`config.mk`:
```
export PLATFORM = sky130hd
export DESIGN_NAME = tcw_front
export DESIGN_NICKNAME = d
export VERILOG_FILES = /design/src/design/assert_macros.svh /design/src/design/tcw_pkg.sv /design/src/design/tcw_front.sv
export SDC_FILE = /design/constraint.sdc
export NUM_CORES = 1
export LEC_CHECK = 0
export BUFFER_PORTS_ARGS = -buffer_cell sky130_fd_sc_hd__buf_4
export CORE_AREA = 2 2 39 41
export DETAILED_ROUTE_END_ITERATION = 6
export DIE_AREA = 0 0 41 43
export PLACE_DENSITY = 0.9
export REMOVE_ABC_BUFFERS = 1
export SLEW_MARGIN = 15
export SYNTH_ARGS = -nofsm -noshare
export SYNTH_HDL_FRONTEND = slang
export SYNTH_SLANG_ARGS = --single-unit
export TNS_END_PERCENT = 30
```
`constraint.sdc`:
```
create_clock -name vclk -period 2.1
set_clock_uncertainty 0.1 [all_clocks]
set_input_delay 0.42 -clock vclk [all_inputs]
set_output_delay 0.42 -clock vclk [all_outputs]
set_load 0.05 [all_outputs]
```
`src/design/assert_macros.svh`:
```
// Assertion macros used by the console top-level design file.
`ifndef ASSERT_MACROS_SVH
`define ASSERT_MACROS_SVH

`ifndef ASSERT_OFF

// Same-cycle implication, disabled while reset is high.
`define ASSERT_IMPLIES(label, clk, rst, ante, cons) \
   label: assert property (@(posedge clk) disable iff (rst) (ante) |-> (cons)) \
      else $error("implication check failed");

// Next-cycle implication, active during reset as well.
`define ASSERT_NEXT(label, clk, ante, cons) \
   label: assert property (@(posedge clk) (ante) |=> (cons)) \
      else $error("next-cycle check failed");

`else

`define ASSERT_IMPLIES(label, clk, rst, ante, cons)
`define ASSERT_NEXT(label, clk, ante, cons)

`endif

`endif

```
`src/design/tcw_pkg.sv`:
```
// Types and constants of the text console character writer.
package tcw_pkg;

   // Operation selector codes on req_func.
   localparam logic [1:0] FUNC_PUT  = 2'd0;
   localparam logic [1:0] FUNC_READ = 2'd1;
   localparam logic [1:0] FUNC_FILL = 2'd2;

   // Control characters.
   localparam logic [7:0] CH_BACKSPACE = 8'd8;
   localparam logic [7:0] CH_NEWLINE   = 8'd10;
   localparam logic [7:0] CH_RETURN    = 8'd13;
   localparam logic [7:0] CH_SPACE     = 8'd32;

   localparam logic [7:0]  TEXT_COLOR_RESET = 8'h07;
   localparam logic [15:0] BLANK_CELL       = 16'h0720;

   // Command queue between front and back; depth must be a power of two.
   localparam int QDEPTH = 2;
   localparam int QPTR_W = $clog2(QDEPTH);
   localparam int QCNT_W = $clog2(QDEPTH + 1);

   typedef enum logic [2:0] {
      OP_PRINT,
      OP_BACKSPACE,
      OP_NEWLINE,
      OP_RETURN,
      OP_READ,
      OP_FILL,
      OP_NONE
   } op_kind_type;

   typedef struct packed {
      op_kind_type kind;
      logic [7:0]  char_code;
      logic [7:0]  fill_attr;
      logic [10:0] cell_index;
      logic        in_range;
   } cmd_type;

   typedef enum logic [2:0] {
      ST_INIT,
      ST_IDLE,
      ST_READ,
      ST_FILL,
      ST_COPY,
      ST_BLANK
   } back_state_type;

endpackage

```
`src/design/tcw_front.sv`:
```
// Front end: accepts request transactions and decodes them into commands.
module tcw_front #(
   parameter int COLUMNS = 80,
   parameter int ROWS    = 25
) (
   input  logic             req_valid,
   output logic             req_stall,
   input  logic [1:0]       req_func,
   input  logic [7:0]       req_char_code,
   input  logic [10:0]      req_cell_index,
   input  logic [3:0]       req_fill_foreground,
   input  logic [3:0]       req_fill_background,
   input  logic             q_full,
   output logic             q_push,
   output tcw_pkg::cmd_type q_cmd
);
   import tcw_pkg::*;

   localparam int CELLS = ROWS * COLUMNS;

   assign req_stall = q_full;
   assign q_push    = req_valid && !q_full;

   always_comb begin
      q_cmd            = '0;
      q_cmd.char_code  = req_char_code;
      q_cmd.fill_attr  = {req_fill_background, req_fill_foreground};
      q_cmd.cell_index = req_cell_index;
      q_cmd.in_range   = 32'(req_cell_index) < CELLS;
      unique case (req_func)
         FUNC_PUT: begin
            priority if (req_char_code == CH_BACKSPACE) begin
               q_cmd.kind = OP_BACKSPACE;
            end else if (req_char_code == CH_NEWLINE) begin
               q_cmd.kind = OP_NEWLINE;
            end else if (req_char_code == CH_RETURN) begin
               q_cmd.kind = OP_RETURN;
            end else begin
               q_cmd.kind = OP_PRINT;
            end
         end
         FUNC_READ: q_cmd.kind = OP_READ;
         FUNC_FILL: q_cmd.kind = OP_FILL;
         default:   q_cmd.kind = OP_NONE;
      endcase
   end

endmodule

```
* Word level (Yosys, flattened, before mapping)
Cells that the tools add are included.
** Word-level totals
- Output and inout bits :: 33
- Input port bits :: 31
- Register bits after elaboration :: 0
** Cells by class
- Magnitude comparators :: 1
- Equal/unequal tests :: 5
- Multiplexer cells :: 4
- Reductions and logical operators :: 3
** Operator list (count)
- 8-bit by 4-bit == test with 1-bit output (second input constant) :: 3
- 11-bit < comparator (second input constant) :: 1
- 3-bit case mux with 3 select lines :: 1
- 2-bit two-way mux :: 3
- 2-bit by 1-bit == test with 1-bit output (second input constant) :: 1
- 2-bit == test (second input constant) :: 1
- 2-bit logical NOT :: 1
- 1-bit logical AND :: 1
- 1-bit logical NOT :: 1

* Longest topological paths before layout
- Depth after elaboration :: 5
- Depth in mapped cells :: 4
- Gate-level depth less buffers :: 4

* Worst setup path before layout
Ideal clock, no wire load.
- Path kind :: input to output
- From :: input req_char_code[5]
- To :: output q_cmd[29] (netlist bit)
- Arrival time :: 1.603 ns
- Path buffers :: 0
- Stages on the path :: 3
- Setup slack :: -0.023 ns
- Cell sequence :: nor4_1 > nand3_1 > o22ai_1
** RTL lines
- start: declaration :: line tcw_front.sv:9 : input logic [7:0] req_char_code,
- end: declaration :: line tcw_front.sv:15 : output tcw_pkg::cmd_type q_cmd

==> impl_metrics.py <==
metrics = {
    "run_status": {
        "status": "completed",
    },
    "clock_tree": {
        "post_cts.repair.setup_buffers": 0,
        "hold_buffers": 0,
        "cts_resized": 0,
    },
    "routing": {
        "via_per_inst": 4.521,
        "drt_iter0_markers": 0,
        "drc": 0,
        "routed_wl_um": 878,
        "vias": 330,
        "drtAntennaViolNets": 0,
        "wl_per_cell_um": 12.03,
        "drt_first_pass_iters": 1,
    },
    "sta": {
        "post-route-min-period_ns": 1.848,
        "setup-violations-final": 0,
        "worst_pin_slew_ns": 0.2303,
        "grt_setup_unrepaired": "false",
        "clock.fmax_mhz": 541.3,
        "worst_slack_ns": 0.2525,
        "period_share_pct": 87.98,
        "finalHoldViolations": 0,
        "maxSlewHeadroom_pct": 84.50,
        "maxSlewViolCount": 0,
        "finalSetupTns_ns": 0,
    },
    "finish": {
        "fin_area_um2": 441.7,
        "n_clock_buffer": 0,
        "regArea_um2": 0,
        "diodes": 0,
        "final_cell_mix": "buf_4 (40), inv_1 (3), nor2b_1 (2), ha_1 (2)",
        "fin_nets": 92,
        "seq_cell_count": 0,
        "synthToLayoutAreaGrowth_pct": 33.21,
        "utilization_pct": 31.92,
        "layout_commonest_cell": "buf_4",
        "fin_cells": 73,
        "fill_cells": 152,
        "drive_gt1_share_pct": 71.93,
    },
    "yosys": {
        "syn-cell-area_um2": 331.6,
        "avgSynthCellArea_um2": 7.368,
        "synth_cells": 45,
        "ys_seq_area_share_pct": 0,
        "synth.distinct_cells": 14,
        "yosysWarnings": 0,
    },
    "floorplan": {
        "die_area_um2": 1763,
        "dieHeight_um": 43,
        "fp.dieW_um": 41,
        "ios": 64,
        "initial_utilization_pct": 23.96,
        "rows": 14,
        "core_area_um2": 1384,
    },
    "placement": {
        "dpl_cell_area_um2": 441.7,
        "gp_congestion": 0.6470,
        "port_buffers": 40,
        "dp_hpwl_um": 778.2,
        "placed_cells": 73,
        "dp_slack_ns": 0.2395,
    },
    "grt": {
        "gr-total-overflow": 0,
        "antenna_found_initial": 0,
        "grt_pass1_vias": 321,
        "grt_pass1_wl_um": 1069,
        "grt_max_degree": 5,
        "track_usage_pct": 8.392,
    },
    "setup_path": {
        "worstSetupEndpointType": "primary output",
        "path_class": "input pin to primary output",
        "arrival_ns": 1.33,
        "crit_path_max_fanout": 2,
        "start_kind": "input pin",
        "cp.required_ns": 1.58,
    },
    "run": {
        "cap_viol_max_count": 0,
    },
    "pwr": {
        "swShare_pct": 63.93,
        "power_switching_mw": 0.1006,
        "clock_power_share_pct": 0,
        "ir_drop_v": 0.0001024,
        "comb_power_share_pct": 100.0,
        "cellPowerDensity_nw_per_um2": 356.4,
        "pwr-share-seq_pct": 0,
        "internal-power_mw": 0.05677,
        "p_leak_nw": 0.2431,
    },
    "hold_path": {
        "hp-class": "input pin to primary output",
    },
}
[cell type report]
class | instances | area, um2 | share of cell area [%]
multi-input cells | 14 | 110.1 | 24.93
repair buffers | 40 | 300.3 | 67.99
well taps | 16 | 20.02 | 4.533
inverters | 3 | 11.26 | 2.550
[cells by family after synthesis]
family                   Yosys count  share of synthesized area [%]
adder cells (fa/ha/maj)            2                          7.546
AND/OR/NAND/NOR                    7                          13.21
XOR/XNOR                           1                          2.642
buffers and inverters             31                          66.79
AO/OA/AOI/OAI                      4                          9.811
[power by group through the flow]
| stage | logic (mW) | clock network, mW | registers (mW) |
|---|---|---|---|
| 2_1_floorplan | 0.0317 | 0 | 0 |
| 3_3_place_gp | 0.156 | 0 | 0 |
| 3_5_place_dp | 0.158 | 0 | 0 |
| 4_1_cts | 0.158 | 0 | 0 |
| 5_1_grt | 0.166 | 0 | 0 |
| 6_report | 0.157 | 0 | 0 |
[routing by layer]
layer / vias up / track usage, % / share of wire (%) / wire (um)
met2: 54 / 15.00 / 45 / 395
met4: 0 / 0 / 0 / 0
met3: 0 / 6.806 / 26 / 226
met5: - / 12.50 / 0 / 0
met1: 133 / 6.329 / 29 / 256
li1: 143 / - / - / -
[through the flow]
stage	hold WS (ns)	total power, mW
3_5_place_dp	0.7404	0.1582
5_1_grt	0.7403	0.1656
2_1_floorplan	0.7400	0.03165
4_1_cts	0.7404	0.1584
3_3_place_gp	0.7404	0.1562
6_report	0.7403	0.1574
[synthesized netlist by cell type (all sizes together)]
| master | instances | area (um2) |
|---|---|---|
| nor4 | 1 | 6.260 |
| buf | 28 | 210.2 |
| or3 | 1 | 6.260 |
| and3 | 1 | 6.260 |
| nand3 | 1 | 5.000 |
| nor2b | 2 | 12.51 |
| o22ai | 2 | 18.77 |
| o2111ai | 1 | 8.760 |
| ha | 2 | 25.02 |
| a21oi | 1 | 5.000 |
| nor3b | 1 | 7.510 |
| xor2 | 1 | 8.760 |
| inv | 3 | 11.26 |
[worst max-delay path: stages]
cell and delay [ns]:
buf_4 0.11, nor4_1 0.27, nand3_1 0.16, o22ai_1 0.15, buf_4 0.22
[worst paths after layout]
kind / start / to / depth (start not counted) / slack, ns
setup / recovery: req_char_code[5] / q_cmd[29] / 5 / 0.25
hold / removal: req_cell_index[1] / q_cmd[2] / 0 / 0.74
Note: power is estimated with default switching activity, not from simulation.
