`src/design/assert_macros.svh`:
```
// Assertion macros used by the console top-level design file.
`ifndef ASSERT_MACROS_SVH
`define ASSERT_MACROS_SVH

`ifndef ASSERT_OFF

// Same-cycle implication, disabled while reset is high.
`define ASSERT_IMPLIES(label, clk, rst, ante, cons) \
   label: assert property (@(posedge clk) disable iff (rst) (ante) |-> (cons)) \
      else $error("implication check failed");

// Next-cycle implication, active during reset as well.
`define ASSERT_NEXT(label, clk, ante, cons) \
   label: assert property (@(posedge clk) (ante) |=> (cons)) \
      else $error("next-cycle check failed");

`else

`define ASSERT_IMPLIES(label, clk, rst, ante, cons)
`define ASSERT_NEXT(label, clk, ante, cons)

`endif

`endif

```
`src/design/tcw_pkg.sv`:
```
// Types and constants of the text console character writer.
package tcw_pkg;

   // Operation selector codes on req_func.
   localparam logic [1:0] FUNC_PUT  = 2'd0;
   localparam logic [1:0] FUNC_READ = 2'd1;
   localparam logic [1:0] FUNC_FILL = 2'd2;

   // Control characters.
   localparam logic [7:0] CH_BACKSPACE = 8'd8;
   localparam logic [7:0] CH_NEWLINE   = 8'd10;
   localparam logic [7:0] CH_RETURN    = 8'd13;
   localparam logic [7:0] CH_SPACE     = 8'd32;

   localparam logic [7:0]  TEXT_COLOR_RESET = 8'h07;
   localparam logic [15:0] BLANK_CELL       = 16'h0720;

   // Command queue between front and back; depth must be a power of two.
   localparam int QDEPTH = 2;
   localparam int QPTR_W = $clog2(QDEPTH);
   localparam int QCNT_W = $clog2(QDEPTH + 1);

   typedef enum logic [2:0] {
      OP_PRINT,
      OP_BACKSPACE,
      OP_NEWLINE,
      OP_RETURN,
      OP_READ,
      OP_FILL,
      OP_NONE
   } op_kind_type;

   typedef struct packed {
      op_kind_type kind;
      logic [7:0]  char_code;
      logic [7:0]  fill_attr;
      logic [10:0] cell_index;
      logic        in_range;
   } cmd_type;

   typedef enum logic [2:0] {
      ST_INIT,
      ST_IDLE,
      ST_READ,
      ST_FILL,
      ST_COPY,
      ST_BLANK
   } back_state_type;

endpackage

```
`src/design/tcw_queue.sv`:
```
// Short command FIFO between the front end and the execution back end.
module tcw_queue (
   input  logic             clock,
   input  logic             reset,
   input  logic             push,
   input  tcw_pkg::cmd_type push_cmd,
   input  logic             pop,
   output logic             q_valid,
   output logic             q_full,
   output tcw_pkg::cmd_type q_cmd
);
   import tcw_pkg::*;

   cmd_type           entry_ff [QDEPTH];
   logic [QPTR_W-1:0] wr_ptr_ff, wr_ptr_in;
   logic [QPTR_W-1:0] rd_ptr_ff, rd_ptr_in;
   logic [QCNT_W-1:0] count_ff, count_in;

   assign q_valid = count_ff != '0;
   assign q_full  = count_ff == QCNT_W'(QDEPTH);
   assign q_cmd   = entry_ff[rd_ptr_ff];

   always_comb begin
      wr_ptr_in = push ? wr_ptr_ff + QPTR_W'(1) : wr_ptr_ff;
      rd_ptr_in = pop ? rd_ptr_ff + QPTR_W'(1) : rd_ptr_ff;
      count_in  = count_ff;
      if (push && !pop) begin
         count_in = count_ff + QCNT_W'(1);
      end else if (pop && !push) begin
         count_in = count_ff - QCNT_W'(1);
      end
   end

   always_ff @(posedge clock) begin
      if (reset) begin
         wr_ptr_ff <= '0;
         rd_ptr_ff <= '0;
         count_ff  <= '0;
      end else begin
         wr_ptr_ff <= wr_ptr_in;
         rd_ptr_ff <= rd_ptr_in;
         count_ff  <= count_in;
      end
   end

   always_ff @(posedge clock) begin
      if (push) begin
         entry_ff[wr_ptr_ff] <= push_cmd;
      end
   end

endmodule

```
`config.mk`:
```
export PLATFORM = sky130hd
export DESIGN_NAME = tcw_queue
export DESIGN_NICKNAME = d
export VERILOG_FILES = /design/src/design/assert_macros.svh /design/src/design/tcw_pkg.sv /design/src/design/tcw_queue.sv
export SDC_FILE = /design/constraint.sdc
export NUM_CORES = 1
export LEC_CHECK = 0
export BUFFER_PORTS_ARGS = -buffer_cell sky130_fd_sc_hd__clkbuf_2
export CORE_ASPECT_RATIO = 1.2
export CORE_MARGIN = 2
export CORE_UTILIZATION = 45
export CTS_CLUSTER_SIZE = 14
export DETAILED_ROUTE_END_ITERATION = 10
export PLACE_DENSITY = 0.81
export RECOVER_POWER = 50
export SYNTH_ARGS = -nofsm -noshare
export SYNTH_HDL_FRONTEND = slang
export SYNTH_SLANG_ARGS = --single-unit
export TNS_END_PERCENT = 20
```
`constraint.sdc`:
```
create_clock -name clock -period 3.6 [get_ports clock]
set_input_delay 0 -clock clock [delete_from_list [all_inputs] [get_ports clock]]
set_output_delay 0 -clock clock [all_outputs]
set_load 0.05 [all_outputs]
```
* After elaboration in Yosys (flattened, before gate mapping) *
Memories as Yosys holds them, arrays and structs flattened. A register that Yosys moved wholly into a read port is not among the register bits.
Index checks and enable logic that the tools add are counted.

storage, ports and cells
  bits in writable memories = 62
  logic and storage cells = 21
  memories = 1
  output and inout bits = 33
  bits of input ports = 35
  bits in registers = 4

operators by class
  reduce and logical (&&, ||, !) cells = 6
  $add $sub $neg = 4
  equal/unequal tests = 1
  mux-type cells = 6

memory list
  name      words  bits a word  read ports  clocked after Yosys merged registers in  write ports  RTL line         text
  entry_ff  2      31           1           1                                        1            tcw_queue.sv:14  cmd_type entry_ff [QDEPTH];

operators with widths
  cell                                               number
  two-way mux 1 bit                                  4
  two-way mux 2 bit                                  2
  nonzero test 2 bit                                 2
  adder 1 bit (second input constant)                2
  adder 2 x 1 -> 2 bit (second input constant)       1
  equality test 2 bit (second input constant)        1
  logical AND 1 bit                                  2
  logical NOT 1 bit                                  2
  subtractor 2 x 1 -> 2 bit (second input constant)  1

* Depth between registers and ports, before layout *
Gate-level depths: netlist of the first run.

  depth in word-level cells = 4
  mapped depth = 5
  mapped depth without buffers = 5

* Worst setup path after synthesis of the first run *
Ideal clock, no wire load.

  path kind = flip-flop to flip-flop
  from = register wr_ptr_ff
  to = memory entry_ff[0][0] (netlist name) (enable)
  required time = 3.177 ns
  buffers on the path = 0
  arrival = 1.724 ns
  path slack = 1.454 ns
  setup time = 0.423 ns
  stages on the path, launching flop included = 2
  period minus slack after synthesis = 2.146 ns
  cells stage by stage = dfxtp_1 nor2b_1

RTL lines
  element                   RTL line         text
  start: declaration        tcw_queue.sv:15  logic [QPTR_W-1:0] wr_ptr_ff, wr_ptr_in;
  start signal: assignment  tcw_queue.sv:40  wr_ptr_ff <= wr_ptr_in;
  end: declaration          tcw_queue.sv:14

No word-level cell before the write port.

==> impl_metrics.ini, run 1 <==
[cts]
post-cts-setup-buffers = 0
clk_pin_slew_worst_paths_ns = 0.07
clk_latency_ns = 0.33
cts_hold_buffers = 35
cts.sinks = 67
root_buffer = clkbuf_8
post_cts_resized = 0
tritoncts = yes
htreeDepth = 3
cts_made_buffers = 9
cts_buffer_depth = 2

[sta]
hold_slack_ns = 0.397
tightest_slew_ns = 0.918
min_period_ns = 1.92
max_freq_mhz = 520
relSlewSlack_pct = 38.6
period_share_pct = 53.4
rsz0062_at_grt = false
fin_ws_ns = 1.68
hold_violations = 0
slew_violations = 0
final.setup.tns_ns = 0
setup_violations = 0
finalClockSkew_ns = 0.00440

[routing]
viasPerCell = 4.79
wl_um = 4590
drt_first_pass_iters = 4
drt-wirelength-per-cell_um = 15.4
drtAntennaViolNets = 0
drc = 0
vias = 1424
drt_iter0_drc = 58

[layout]
stdcell_count = 297
final_common_cell = edfxtp_1
fill_cells = 358
drive_gt1_share_pct = 38.7
diodes = 0
nets = 266
final_cell_mix = 62 x edfxtp_1, 40 x clkbuf_2, 35 x dlygate4sd3_1
area_growth_pct = 41.1

[synthesis]
yosysSeqAreaShare_pct = 80.5
avgSynthCellArea_um2 = 20.6
syn_inst = 118
ys_warn_count = 0
synth_cell_types = 16
netlist_area_um2 = 2440
ys_ff_latch = 67
synthesis.nets = 154

[setup_path]
reg2reg_depth = 2
crit_type = reg -> out
crit_path_cell_trace = buf_4, mux2_2, clkbuf_2
cpMaxStageDelayCell = dfxtp_1
cp_max_fo = 22
cp.arrival_ns = 1.92
end_kind = output port
required_ns = 3.60
cp_slowest_stage_delay_ns = 0.57
startpoint_type = flop

[floorplan]
die_h_um = 84.6
initial_core_util_pct = 46.3
io_pins = 68
rows = 29
die_x_um = 71.2
core_um2 = 5260
die_area_um2 = 6020

[power_and_ir_drop]
cellLeakagePower_nw = 1.28
internal_power_mw = 1.55
seqPwrFrac_pct = 44.6
vdd_ir_drop_max_uv = 536
p_per_area_nw_per_um2 = 603
switching_share_pct = 25.4
clockPowerShare_pct = 38.6
power_switching_mw = 0.526
pwr-share-comb_pct = 16.8
power.total_mw = 2.07

[global_route]
grt_pass1_wl_um = 7180
grt_max_degree = 32
grt_overflow = 0
antenna_found_initial = 0
grt_pass1_vias = 1545
grt_use_total_pct = 16.4

[placement]
place_ws_ns = 1.92
placedCellCount = 246
place.port_buffers = 67
place.gp.congestion = 0.696
hpwl_um = 2500

[job]
drv_cap = 0

[hold_path]
hold_depth = 2
hold_path.class = in -> reg

[outcome]
outcome = finished clean
[flip-flops by register name, indices dropped and copies added (netlist names), named ones only]
| name | cells |
|---|---|
| entry_ff | 62 |
| wr_ptr_ff | 1 |
| count_ff | 2 |
| rd_ptr_ff | 1 |
[routing by layer]
layer | vias to the layer above | global-route usage [%] | part of all wire [%]
met3 | 16 | 5.52 | 5.1
met2 | 59 | 28.3 | 55
met1 | 671 | 17.1 | 37
met4 | 0 | 9.61 | 3.0
li1 | 678 | - | -
met5 | - | 0 | 0
[worst paths after layout]
kind / start / to / slack, ns
setup / recovery: flop / q_cmd[4] / 1.68
hold / removal: push_cmd[3] / entry_ff[0][3]$_DFFE_PP_ / 0.40
setup reg to reg: wr_ptr_ff$_SDFFE_PP0P_ / entry_ff[1][8]$_DFFE_PP_ / 1.72
hold reg to reg: count_ff[1]$_SDFFE_PP0P_ / count_ff[1]$_SDFFE_PP0P_ / 0.53
[final cells by class]
cell class	instances	area [um2]	area share [%]
Clock inverter	7	140	4.08
Tap cell	62	77.6	2.26
Clock buffer	9	124	3.60
Timing Repair Buffer	104	667	19.4
Inverter	1	3.75	0.109
Sequential cell	67	1960	57.1
Multi-Input combinational cell	47	463	13.5
[cell families after synthesis]
| logic type | synth area share, % |
|---|---|
| buf+inv | 0.770 |
| fa+ha+maj | 0.514 |
| xor+xnor | 1.44 |
| simple gates | 2.00 |
| mux | 14.3 |
| flops | 80.5 |
| compound gates | 0.410 |
[critical path: cells and delay by family (launching register included)]
family	cells	cell delay (ns)
DFF	1	0.57
buffers and inverters	2	0.61
muxes	1	0.39
[Yosys cell counts, drive strengths merged]
cell	count	area share, %
dfxtp	5	4.1
xnor2	2	0.72
xor2	2	0.72
a21oi	1	0.21
nor2b	1	0.26
ha	1	0.51
mux2	31	14
buf	3	0.62
and2	1	0.26
nor2	4	0.62
inv	1	0.15
and2b	1	0.36
o21ai	1	0.21
edfxtp	62	76
or3	1	0.26
or2	1	0.26
[stage by stage]
step                      util, %  cell area (um2)
after CTS                    66.0             3470
after floorplan                 -             2440
final                        65.3             3440
after global routing         65.3             3440
after detailed placement     54.3             2860
after global placement       54.3             2860
[power by group through the flow]
stage               Combinational, mW  Sequential (mW)  Clock, mW
global route                    0.367            0.929      0.845
floorplan                       0.245            0.934          0
detailed placement              0.320            0.941          0
CTS                             0.352            0.924      0.814
finish                          0.349            0.925      0.799
global placement                0.318            0.938          0
No activity file was read; power rests on OpenSTA's default activity.
==> inputs of run 2 (changes only) <==
--- a/config.mk
+++ b/config.mk
@@ -5,13 +5,14 @@
 export SDC_FILE = /design/constraint.sdc
 export NUM_CORES = 1
 export LEC_CHECK = 0
+export ABC_AREA = 1
 export BUFFER_PORTS_ARGS = -buffer_cell sky130_fd_sc_hd__clkbuf_2
 export CORE_ASPECT_RATIO = 1.2
 export CORE_MARGIN = 2
 export CORE_UTILIZATION = 45
 export CTS_CLUSTER_SIZE = 14
 export DETAILED_ROUTE_END_ITERATION = 10
-export PLACE_DENSITY = 0.81
+export PLACE_DENSITY = 0.84
 export RECOVER_POWER = 50
 export SYNTH_ARGS = -nofsm -noshare
 export SYNTH_HDL_FRONTEND = slang
==> constraint.sdc (replaced) <==
create_clock -name clock -period 1.55 [get_ports clock]
set_input_delay 0 -clock clock [delete_from_list [all_inputs] [get_ports clock]]
set_output_delay 0 -clock clock [all_outputs]
set_load 0.05 [all_outputs]
==> impl_metrics.ini, run 2 <==
[synthesis]
synth_top_flop_cell = edfxtp_1
synth-edff-count = 62
synthTopCellsByArea = edfxtp_1 75%, mux2_2 14%, dfxtp_1 4.1%
synth_cell_types = 14
netlist_area_um2 = 2470
avgSynthCellArea_um2 = 19.2
syn_inst = 129
ys_warn_count = 0
synth_most_common_cell = edfxtp_1
ys_async_sr_fraction_pct = 0
yosys-top-cells-count = 62 x edfxtp_1, 31 x mux2_2, 9 x inv_1
netlist.area_leader.share_pct = 75.3
synthesis.nets = 165
ys_ff_latch = 67
yosysSeqAreaShare_pct = 79.4
synth_top_cell_by_area = edfxtp_1

[sta]
hold_slack_ns = 0.400
final.setup.tns_ns = 0
hold_violations = 0
max_freq_mhz = 669
tightest_slew_ns = 0.464
min_period_ns = 1.49
setup_violations = 0
rsz0062_at_grt = false
finalClockSkew_ns = 0.00735
relSlewSlack_pct = 69.1
fin_ws_ns = 0.0560
period_share_pct = 96.4
slew_violations = 0

[placement]
place.port_buffers = 67
hpwl_um = 2850
place_area_um2 = 2910
place_ws_ns = 0.277
place.gp.congestion = 0.690
placedCellCount = 260

[layout]
final_common_cell = edfxtp_1
top_regs = entry_ff x62, count_ff x2
area_growth_pct = 43.7
diodes = 0
stdcell_count = 312
drive_gt1_share_pct = 40.0
nets = 281
seqCellArea_um2 = 1970
final_area_um2 = 3550
largest_reg_flops = 62
multi_input_comb_area_um2 = 449
top_register = entry_ff
final_cell_mix = 62 x edfxtp_1, 35 x dlygate4sd3_1, 31 x mux2_2
fill_cells = 376

[floorplan]
core_um2 = 5300
initial_core_util_pct = 46.6
die_area_um2 = 6100
die_x_um = 71.6
io_pins = 68
rows = 29
die_h_um = 85.2

[routing]
vias = 1499
drt_first_pass_iters = 4
drtAntennaViolNets = 0
drt-wirelength-per-cell_um = 16.1
wl_um = 5030
drc = 0
viasPerCell = 4.80
drt_iter0_drc = 73

[setup_path]
crit_buf_inv = 2
r2r-start = wr_ptr_ff$_SDFFE_PP0P_
crit_path_cell_trace = clkbuf_16, mux2_2, clkbuf_4
reg2reg_depth = 3
cp_slowest_stage_delay_ns = 0.41
cpMaxStageDelayCell = dfxtp_4
cp.arrival_ns = 1.49
end_kind = output port
crit_type = reg -> out
required_ns = 1.55
critical-path-top-delay-family = buffers and inverters
cp_max_fo = 14
timing.rr.end = entry_ff[1][18]$_DFFE_PP_
startpoint_type = flop
r2r_setup_slack_ns = 0.24

[cts]
cts_made_buffers = 9
cts.sinks = 67
cts_buffer_depth = 2
tritoncts = yes
clk_latency_ns = 0.33
root_buffer = clkbuf_8
htreeDepth = 3
clk_pin_slew_worst_paths_ns = 0.08

[power_and_ir_drop]
p_per_area_nw_per_um2 = 1280
cellLeakagePower_nw = 1.35
vdd_ir_drop_max_uv = 773

[outcome]
outcome = finished clean

[job]
drv_cap = 0

[global_route]
grt_max_degree = 29
grt_use_total_pct = 17.4
antenna_found_initial = 0
grt_overflow = 0
grt_pass1_vias = 1631
grt_pass1_wl_um = 7730

[hold_path]
hold_depth = 2
hold_path_end = entry_ff[0][20]$_DFFE_PP_
hold_path.class = in -> reg
hp-start = push_cmd[20]
==> run 2: worst max-delay path by stage <==
| stage | endpoint | depth (start not counted) | from | slack [ns] |
|---|---|---|---|---|
| after floorplan | entry_ff[1][0]$_DFFE_PP_ | 2 | wr_ptr_ff$_SDFFE_PP0P_ | 0.10 |
| after global placement | q_cmd[14] | 3 | flop | 0.30 |
| after detailed placement | q_cmd[14] | 3 | flop | 0.28 |
| after CTS | q_cmd[14] | 3 | flop | 0.02 |
| after global routing | q_cmd[29] | 3 | flop | 0.007 |
| final | q_cmd[4] | 3 | flop | 0.06 |
==> run 2: kinds of logic after synthesis <==
group / count (synthesis) / share of synthesized area [%]
flip-flops: 67 / 79.4
XOR/XNOR: 1 / 0.354
AO/OA/AOI/OAI: 2 / 0.405
multiplexers: 31 / 14.1
AND/OR/NAND/NOR: 15 / 2.48
adder cells (fa/ha/maj): 1 / 0.506
buffers and inverters: 12 / 2.73
==> run 2: cell type report <==
| type | instances | share of cell area, % |
|---|---|---|
| flip-flops and latches | 67 | 55.4 |
| inverters | 9 | 0.951 |
| multi-input cells | 50 | 12.6 |
| well taps | 62 | 2.18 |
| repair buffers | 108 | 22.5 |
| clock buffers | 9 | 3.49 |
| clock inverters | 7 | 2.89 |
==> run 2: repair_timing <==
action | CTS | global route
gates cloned | 0 | 1
pin swaps | 0 | 0
hold buffers | 35 | 0
setup endpoints to repair | 28 | 6
hold endpoints to repair | 67 | 0
resized for setup | 30 | 0
setup buffers | 0 | 0
==> run 2: worst register-to-register path: cells and delay by family, from the launching register on <==
kind / cells / cell delay [ns]
AND/OR/NAND/NOR: 1 / 0.07
flip-flops: 1 / 0.40
buffers and inverters: 2 / 0.48
==> run 2: stage by stage <==
| step | total power, mW | utilization [%] |
|---|---|---|
| after global placement | 2.85 | 54.9 |
| after CTS | 4.56 | 67.2 |
| after global routing | 4.70 | 67.0 |
| after floorplan | 2.69 | - |
| after detailed placement | 2.87 | 54.9 |
| final | 4.54 | 67.0 |
==> run 2: per-layer routing <==
| metal | global-route usage, % | up-vias | share of wire (%) |
|---|---|---|---|
| met2 | 32.2 | 38 | 57 |
| met1 | 17.5 | 736 | 38 |
| met5 | 0 | - | 0 |
| met4 | 10.1 | 0 | 1.9 |
| met3 | 3.80 | 8 | 2.7 |
| li1 | - | 717 | - |
==> run 2: power breakdown <==
part	internal [mW]	switching, mW	leakage [nW]
clock network	0.915	0.674	0.110
logic	0.305	0.524	0.620
registers	2.09	0.0338	0.624
